$ cat src/rtl/core/kcl_pkg.sv
`timescale 1ns / 1ps
// ----------------------------------------------------------------------------
// kcl_pkg
// Shared types and constants for the keypad code lock core.
// ----------------------------------------------------------------------------
package kcl_pkg;

    // Digits per code group (1 to 16)
    localparam int CODE_LENGTH = 4;
    localparam int CNT_W       = (CODE_LENGTH > 1) ? $clog2(CODE_LENGTH) : 1;
    localparam logic [CNT_W-1:0] LAST_IDX = CNT_W'(CODE_LENGTH - 1);

    localparam int KEY_W   = 4;
    localparam int LIMIT_W = 4;
    localparam int TICKS_W = 16;
    localparam int CFG_W   = 16;

    localparam logic [LIMIT_W-1:0] LIMIT_RESET = 4'd3;
    localparam logic [TICKS_W-1:0] TICKS_RESET = 16'd5000;
    localparam logic [LIMIT_W-1:0] FAIL_MAX    = 4'd15;

    // Configuration register indexes
    localparam logic CFG_ATTEMPT_LIMIT = 1'b0;
    localparam logic CFG_LOCKOUT_TICKS = 1'b1;

    // Input op codes
    localparam logic OP_KEY  = 1'b0;
    localparam logic OP_TICK = 1'b1;

    typedef enum logic [3:0] {
        MODE_ENROLL   = 4'b0001,
        MODE_ACCESS   = 4'b0010,
        MODE_UNLOCKED = 4'b0100,
        MODE_LOCKOUT  = 4'b1000
    } kcl_mode_t;

    typedef enum logic [2:0] {
        ST_IDLE     = 3'd0,
        ST_DIGIT    = 3'd1,
        ST_ENROLLED = 3'd2,
        ST_GRANTED  = 3'd3,
        ST_DENIED   = 3'd4,
        ST_LOCKED   = 3'd5,
        ST_OVER     = 3'd6,
        ST_IGNORED  = 3'd7
    } kcl_status_t;

    typedef struct packed {
        logic             op;
        logic [KEY_W-1:0] key_value;
    } kcl_in_t;

    typedef struct packed {
        kcl_status_t  status;
        logic [2:0]   digits_entered;
        logic [3:0]   attempts_left;
        logic         unlocked;
        logic         locked_out;
    } kcl_out_t;

    // Digit write request from the controller to the digit store
    typedef struct packed {
        logic             secret_we;
        logic             entry_we;
        logic [CNT_W-1:0] index;
        logic [KEY_W-1:0] key;
    } kcl_dig_wr_t;

endpackage

$ cat src/rtl/core/keypad_code_lock_core.sv
`timescale 1ns / 1ps
// ----------------------------------------------------------------------------
// keypad_code_lock_core
// Code lock controller: enrolls a secret, checks entered groups, counts
// failures and runs a tick-driven lockout.
// ----------------------------------------------------------------------------
//  channel  | ports                          | carries
//  ---------+--------------------------------+-------------------------------
//  input    | s_valid, s_ready, s_data       | key press or tick
//  result   | m_valid, m_ready, m_data       | one status record per item
//  config   | cfg_we, cfg_index, cfg_wdata   | attempt limit, lockout ticks
//
//  One item per cycle while m_ready takes each result; the result shows in the cycle after its transfer.
//  State updates and the result register load in the same edge.
//  s_ready is low only while a result waits and m_ready is low.
//  aresetn clears mode, counts and config; digit registers keep no reset.
// ----------------------------------------------------------------------------
module keypad_code_lock_core (
    input  logic                        aclk,
    input  logic                        aresetn,
    input  logic                        s_valid,
    output logic                        s_ready,
    input  kcl_pkg::kcl_in_t            s_data,
    output logic                        m_valid,
    input  logic                        m_ready,
    output kcl_pkg::kcl_out_t           m_data,
    input  logic                        cfg_we,
    input  logic                        cfg_index,
    input  logic [kcl_pkg::CFG_W-1:0]   cfg_wdata
);

    logic [kcl_pkg::LIMIT_W-1:0] limit_reg;
    logic [kcl_pkg::TICKS_W-1:0] ticks_reg;
    logic                        m_valid_reg;
    kcl_pkg::kcl_out_t           m_data_reg;
    kcl_pkg::kcl_out_t           result;
    kcl_pkg::kcl_dig_wr_t        dig_wr;
    logic                        match;
    logic                        fire;

    assign s_ready = !m_valid_reg || m_ready;
    assign fire    = s_valid && s_ready;

    always_ff @(posedge aclk) begin
        if (!aresetn) begin
            limit_reg <= kcl_pkg::LIMIT_RESET;
            ticks_reg <= kcl_pkg::TICKS_RESET;
        end else if (cfg_we) begin
            unique case (cfg_index)
                kcl_pkg::CFG_ATTEMPT_LIMIT: limit_reg <= cfg_wdata[kcl_pkg::LIMIT_W-1:0];
                kcl_pkg::CFG_LOCKOUT_TICKS: ticks_reg <= cfg_wdata[kcl_pkg::TICKS_W-1:0];
                default: ;
            endcase
        end
    end

    kcl_ctrl u_ctrl (
        .aclk          (aclk),
        .aresetn       (aresetn),
        .fire          (fire),
        .item          (s_data),
        .attempt_limit (limit_reg),
        .lockout_ticks (ticks_reg),
        .match         (match),
        .wr            (dig_wr),
        .result        (result)
    );

    kcl_digit_store u_digits (
        .aclk  (aclk),
        .wr    (dig_wr),
        .match (match)
    );

    always_ff @(posedge aclk) begin
        if (!aresetn) begin
            m_valid_reg <= 1'b0;
        end else if (fire) begin
            m_valid_reg <= 1'b1;
        end else if (m_ready) begin
            m_valid_reg <= 1'b0;
        end
    end

    always_ff @(posedge aclk) begin
        if (fire) begin
            m_data_reg <= result;
        end
    end

    assign m_valid = m_valid_reg;
    assign m_data  = m_data_reg;

    // Assertions
    a_fire_gives_result: assert property (@(posedge aclk) disable iff (!aresetn)
        fire |=> m_valid)
        else $error("transfer without a following result");

    a_lamps_exclusive: assert property (@(posedge aclk) disable iff (!aresetn)
        m_valid |-> !(m_data.unlocked && m_data.locked_out))
        else $error("unlocked and locked out together");

    a_granted_unlocks: assert property (@(posedge aclk) disable iff (!aresetn)
        (m_valid && m_data.status == kcl_pkg::ST_GRANTED) |-> m_data.unlocked)
        else $error("grant without unlock");

    a_locked_status: assert property (@(posedge aclk) disable iff (!aresetn)
        (m_valid && m_data.status == kcl_pkg::ST_LOCKED) |-> m_data.locked_out)
        else $error("lockout status without lockout");

    a_count_range: assert property (@(posedge aclk) disable iff (!aresetn)
        m_valid |-> (m_data.digits_entered < 3'(kcl_pkg::CODE_LENGTH)
                     || kcl_pkg::CODE_LENGTH > 7))
        else $error("digit count out of range");

endmodule

$ cat src/rtl/core/kcl_digit_store.sv
`timescale 1ns / 1ps
// ----------------------------------------------------------------------------
// kcl_digit_store
// Secret and entry digit registers with the whole-group compare.
// ----------------------------------------------------------------------------
module kcl_digit_store (
    input  logic                 aclk,
    input  kcl_pkg::kcl_dig_wr_t wr,
    output logic                 match
);

    logic [kcl_pkg::KEY_W-1:0] secret_reg [kcl_pkg::CODE_LENGTH];
    logic [kcl_pkg::KEY_W-1:0] entry_reg  [kcl_pkg::CODE_LENGTH];
    logic [kcl_pkg::CODE_LENGTH-1:0] eq;

    always_ff @(posedge aclk) begin
        if (wr.secret_we) begin
            secret_reg[wr.index] <= wr.key;
        end
        if (wr.entry_we) begin
            entry_reg[wr.index] <= wr.key;
        end
    end

    // The last digit of a group is the key arriving now, not yet stored
    for (genvar g = 0; g < kcl_pkg::CODE_LENGTH - 1; g++) begin : g_eq
        assign eq[g] = (entry_reg[g] == secret_reg[g]);
    end
    assign eq[kcl_pkg::CODE_LENGTH-1] = (wr.key == secret_reg[kcl_pkg::LAST_IDX]);

    assign match = &eq;

endmodule

$ cat src/rtl/core/kcl_ctrl.sv
`timescale 1ns / 1ps
// ----------------------------------------------------------------------------
// kcl_ctrl
// Lock mode machine, digit count, failure count and lockout countdown.
// ----------------------------------------------------------------------------
module kcl_ctrl (
    input  logic                          aclk,
    input  logic                          aresetn,
    input  logic                          fire,
    input  kcl_pkg::kcl_in_t              item,
    input  logic [kcl_pkg::LIMIT_W-1:0]   attempt_limit,
    input  logic [kcl_pkg::TICKS_W-1:0]   lockout_ticks,
    input  logic                          match,
    output kcl_pkg::kcl_dig_wr_t          wr,
    output kcl_pkg::kcl_out_t             result
);

    kcl_pkg::kcl_mode_t              mode_reg, mode_next;
    logic [kcl_pkg::CNT_W-1:0]       cnt_reg, cnt_next;
    logic [kcl_pkg::LIMIT_W-1:0]     fail_reg, fail_next;
    logic [kcl_pkg::TICKS_W-1:0]     remain_reg, remain_next;
    logic [kcl_pkg::LIMIT_W-1:0]     fail_inc;
    kcl_pkg::kcl_status_t            status;
    logic                            is_key;
    logic                            last_digit;

    assign is_key     = (item.op == kcl_pkg::OP_KEY);
    assign last_digit = (cnt_reg == kcl_pkg::LAST_IDX);
    assign fail_inc   = (fail_reg == kcl_pkg::FAIL_MAX) ? fail_reg
                                                        : fail_reg + 4'd1;

    always_comb begin
        mode_next    = mode_reg;
        cnt_next     = cnt_reg;
        fail_next    = fail_reg;
        remain_next  = remain_reg;
        status       = kcl_pkg::ST_IDLE;
        wr.secret_we = 1'b0;
        wr.entry_we  = 1'b0;
        wr.index     = cnt_reg;
        wr.key       = item.key_value;

        unique case (mode_reg)
            kcl_pkg::MODE_ENROLL: begin
                if (is_key) begin
                    wr.secret_we = fire;
                    if (last_digit) begin
                        cnt_next  = '0;
                        mode_next = kcl_pkg::MODE_ACCESS;
                        status    = kcl_pkg::ST_ENROLLED;
                    end else begin
                        cnt_next = cnt_reg + kcl_pkg::CNT_W'(1);
                        status   = kcl_pkg::ST_DIGIT;
                    end
                end
            end
            kcl_pkg::MODE_ACCESS: begin
                if (is_key) begin
                    wr.entry_we = fire;
                    if (!last_digit) begin
                        cnt_next = cnt_reg + kcl_pkg::CNT_W'(1);
                        status   = kcl_pkg::ST_DIGIT;
                    end else begin
                        cnt_next = '0;
                        if (match) begin
                            mode_next = kcl_pkg::MODE_UNLOCKED;
                            status    = kcl_pkg::ST_GRANTED;
                        end else begin
                            fail_next = fail_inc;
                            if (fail_inc >= attempt_limit) begin
                                mode_next   = kcl_pkg::MODE_LOCKOUT;
                                remain_next = lockout_ticks;
                                status      = kcl_pkg::ST_LOCKED;
                            end else begin
                                status = kcl_pkg::ST_DENIED;
                            end
                        end
                    end
                end
            end
            kcl_pkg::MODE_UNLOCKED: begin
                if (is_key) begin
                    status = kcl_pkg::ST_IGNORED;
                end
            end
            kcl_pkg::MODE_LOCKOUT: begin
                if (is_key) begin
                    status = kcl_pkg::ST_IGNORED;
                end else if (remain_reg <= 16'd1) begin
                    // zero-length lockout ends on its first tick
                    remain_next = '0;
                    fail_next   = '0;
                    mode_next   = kcl_pkg::MODE_ACCESS;
                    status      = kcl_pkg::ST_OVER;
                end else begin
                    remain_next = remain_reg - 16'd1;
                    status      = kcl_pkg::ST_LOCKED;
                end
            end
            default: begin
                mode_next = kcl_pkg::MODE_ENROLL;
            end
        endcase
    end

    always_ff @(posedge aclk) begin
        if (!aresetn) begin
            mode_reg   <= kcl_pkg::MODE_ENROLL;
            cnt_reg    <= '0;
            fail_reg   <= '0;
            remain_reg <= '0;
        end else if (fire) begin
            mode_reg   <= mode_next;
            cnt_reg    <= cnt_next;
            fail_reg   <= fail_next;
            remain_reg <= remain_next;
        end
    end

    always_comb begin
        result.status         = status;
        result.digits_entered = 3'(cnt_next);
        result.attempts_left  = (attempt_limit > fail_next) ? attempt_limit - fail_next
                                                            : 4'd0;
        result.unlocked       = (mode_next == kcl_pkg::MODE_UNLOCKED);
        result.locked_out     = (mode_next == kcl_pkg::MODE_LOCKOUT);
    end

endmodule
$ cat config.mk
export PLATFORM = sky130hd
export DESIGN_NAME = keypad_code_lock_core
export DESIGN_NICKNAME = d
export VERILOG_FILES = /design/src/rtl/core/kcl_pkg.sv /design/src/rtl/core/keypad_code_lock_core.sv /design/src/rtl/core/kcl_digit_store.sv /design/src/rtl/core/kcl_ctrl.sv
export SDC_FILE = /design/constraint.sdc
export NUM_CORES = 1
export LEC_CHECK = 0
export BUFFER_PORTS_ARGS = -buffer_cell sky130_fd_sc_hd__buf_2
export CAP_MARGIN = 20
export CORE_UTILIZATION = 31
export DETAILED_ROUTE_END_ITERATION = 7
export PLACE_DENSITY = 0.48
export SKIP_LAST_GASP = 1
export SLEW_MARGIN = 25
export SYNTH_ARGS = -nofsm -noshare
export SYNTH_HDL_FRONTEND = slang
export SYNTH_HIERARCHICAL = 1
export SYNTH_SLANG_ARGS = --single-unit
$ cat constraint.sdc
create_clock -name aclk -period 4.5 [get_ports aclk]
set_clock_uncertainty 0.1 [all_clocks]
set_input_delay 0.9 -clock aclk [delete_from_list [all_inputs] [get_ports aclk]]
set_output_delay 0.9 -clock aclk [all_outputs]
set_load 0.02 [all_outputs]
==> out/metrics.yaml <==
synthTopCellsByArea: "edfxtp_1, dfxtp_1, nand2_1"
routed_wirelength_mm: 12.0
rows: 45
fill_cells: 1492
initial_core_util_pct: 31.7
cts_inserted_buffers: 9
power.share.clock_pct: 40.2
min_path_cells: 2
drc_errors: 2
grt_pass1_wl_mm: 19.4
drv_slew: 0
synth_seq_area_share_pct: 44.6
synth_cell_type_count: 72
ctsHtreeMaxLevel: 3
status: "finished with violations"
worstReg2RegStart: "u_ctrl/cnt_reg[0]"
clk_pin_slew_ns: 0.06
synthToLayoutAreaGrowth_pct: 11.9
clk_latency_ns: 0.35
dieArea_um2: 16000
vias: 3950
gp_congestion: 0.818
ioPinCount: 41
multi_input_area_um2: 2360
syn_avg_cell_area_um2: 9.59
root_buffer: "clkbuf_16"
setup.worst_path.start_class: "primary input"
yosysMostFrequentCell: "nand2_1"
track_usage_pct: 15.7
reg2reg_depth: 12
post-cts-setup-buffers: 0
synth_top_cell_area_share_pct: 25.0
hold_buffers: 0
io_buffers: 40
hold_violations: 0
finalPower_mw: 1.73
finalCriticalPeriod_ns: 3.82
yosysWarnings: 6
seq_area_um2: 2140
detail_route.first_pass.iterations: 7
violations: "design-rule violations"
p_per_area_nw_per_um2: 321
synthArstFlopShare_pct: 0
netlist_instances: 501
yosysTopAreaCell: "edfxtp_1"
r2r_end: "m_data[5]"
ant_nets: 0
ir_drop_mv: 0.174
hold_path_end: "ticks_reg[5]"
hold_class: "flip-flop to flip-flop"
die_y_um: 127
synth_nets: 541
fin_setup_tns_ns: 0
setup_ws_ns: 0.684
pwr-share-comb_pct: 9.1
worst_ep_arrival_time_ns: 3.81
min-delay-start: "ticks_reg[5]"
antenna_found_initial: 0
critical_path_class: "primary input to flip-flop"
cts_buffer_depth: 2
slew_headroom_pct: 39.1
grt_overflow_total: 0
crit_path_end_kind: "flip-flop"
synth_top_flop_cell: "dfxtp_1"
required_ns: 4.49
core_area_um2: 15100
timing.final.crit_share_pct: 84.8
syn_area_um2: 4810
rsz0062_at_grt: "no"
p_leak_nw: 2.05
fmax_mhz: 262
cts_tree: "yes"
maxCapViolCount: 0
ys_seq_elements: 87
switchingPower_uw: 421
pre_cts_ws_ns: 0.330
cts_resized: 0
intPower_mw: 1.31
drt_first_iter_violations: 345
synth_common_cells: "nand2_1, dfxtp_1, edfxtp_1"
wl_per_cell_um: 16.7
setup_violations: 0
dp.cells: 703
cts_sinks: 87
hold_slack_ns: 0.362
critPathMaxFanout: 8
avgViaCountPerCell: 5.49
seqPwrFrac_pct: 50.6
diodes: 0
die_w_um: 127
grt_max_degree: 44
layout.nets: 566
stdcell_count: 719
hpwl_mm: 8.33
switching_share_pct: 24.4
synth_edf_count: 40
regToRegSetupSlack_ns: 0.75
grt_pass1_vias: 3665
worst_pin_slew_ns: 0.912
drive_gt1_share_pct: 19.0
[power by group through the flow]
| stage | logic (mW) | registers [mW] | clock network, mW |
|---|---|---|---|
| floorplan | 0.112 | 0.893 | 0 |
| global placement | 0.156 | 0.890 | 0 |
| detailed placement | 0.159 | 0.891 | 0 |
| CTS | 0.159 | 0.874 | 0.722 |
| global route | 0.176 | 0.877 | 0.747 |
| finish | 0.158 | 0.874 | 0.695 |
[worst max-delay path by stage]
| stage | end | cells past startpoint | startpoint | slack [ns] |
|---|---|---|---|---|
| 3_3_place_gp | m_data[5] | 15 | s_data[2] | 0.43 |
| 5_1_grt | m_data[5] | 15 | s_data[2] | 0.51 |
| 6_report | m_data[5] | 15 | s_data[2] | 0.68 |
| 3_5_place_dp | m_data[5] | 15 | s_data[2] | 0.33 |
| 4_1_cts | m_data[5] | 15 | s_data[2] | 0.70 |
| 2_1_floorplan | m_data[5] | 17 | s_data[3] | 0.69 |
[layout make-up]
cell class / count / area share (%)
repair buffers: 49 / 4.98
well taps: 188 / 4.38
flip-flops and latches: 87 / 39.8
multi-input cells: 353 / 43.9
inverters: 26 / 1.82
clock inverters: 3 / 0.349
clock buffers: 13 / 4.70
[kinds of logic after synthesis]
logic type / share of synthesized area (%)
other: 0.0780
muxes: 1.72
DFF: 44.6
xor gates and xnor gates: 3.10
AOI/OAI and AO/OA: 19.8
buffers and inverters: 6.27
adders and majority gates: 3.75
and+or+nand+nor: 20.7
[worst max-delay path, stage by stage]
cell and delay [ns]:
buf_2 0.14, xnor2_1 0.14, nand4_1 0.10, nor4_2 0.07, nor3b_1 0.39, nand2_1 0.22
nand2_1 0.21, nand2_2 0.10, a22oi_2 0.28, ha_1 0.29, a21o_1 0.21, maj3_1 0.36
o221a_2 0.25, nand4_1 0.09, a22oi_2 0.06
[stage by stage]
step | util (%) | cell area, um^2
2_1_floorplan | - | 4810
3_3_place_gp | 33.7 | 5100
3_5_place_dp | 33.7 | 5100
4_1_cts | 35.5 | 5380
5_1_grt | 35.5 | 5380
6_report | 35.5 | 5380
[cells in the final DEF, fill, tap and decap left out, types with 3 or more instances in the layout]
master and count:
a32o_1 4, inv_1 25, a21o_1 3, ha_1 12
and2_1 4, edfxtp_1 40, nor4_1 4, dfxtp_1 47
nand2_1 58, or3_1 8, o21ai_2 5, buf_2 40
nor2b_1 3, o211ai_2 6, o21ai_0 19, clkbuf_16 9
nor3b_1 5, a21oi_1 18, nand3_1 17, mux2i_1 6
xnor2_1 17, a211oi_1 5, o211ai_1 4, nor3_1 7
a31o_2 9, nand4_1 18, o21a_1 3, a31oi_1 14
buf_4 9, nand3b_1 5, and3_1 5, o31ai_1 9
o41ai_1 5, nor2_1 31, and3b_1 3
[layer usage]
| layer | GRT usage (%) | vias to the layer above | routed length (um) |
|---|---|---|---|
| li1 | - | 1926 | - |
| met1 | 20.8 | 1891 | 5660 |
| met2 | 24.8 | 112 | 5540 |
| met3 | 3.67 | 21 | 565 |
| met4 | 6.52 | 0 | 265 |
| met5 | 0 | - | 0 |
(Power assumes the default switching activity.)
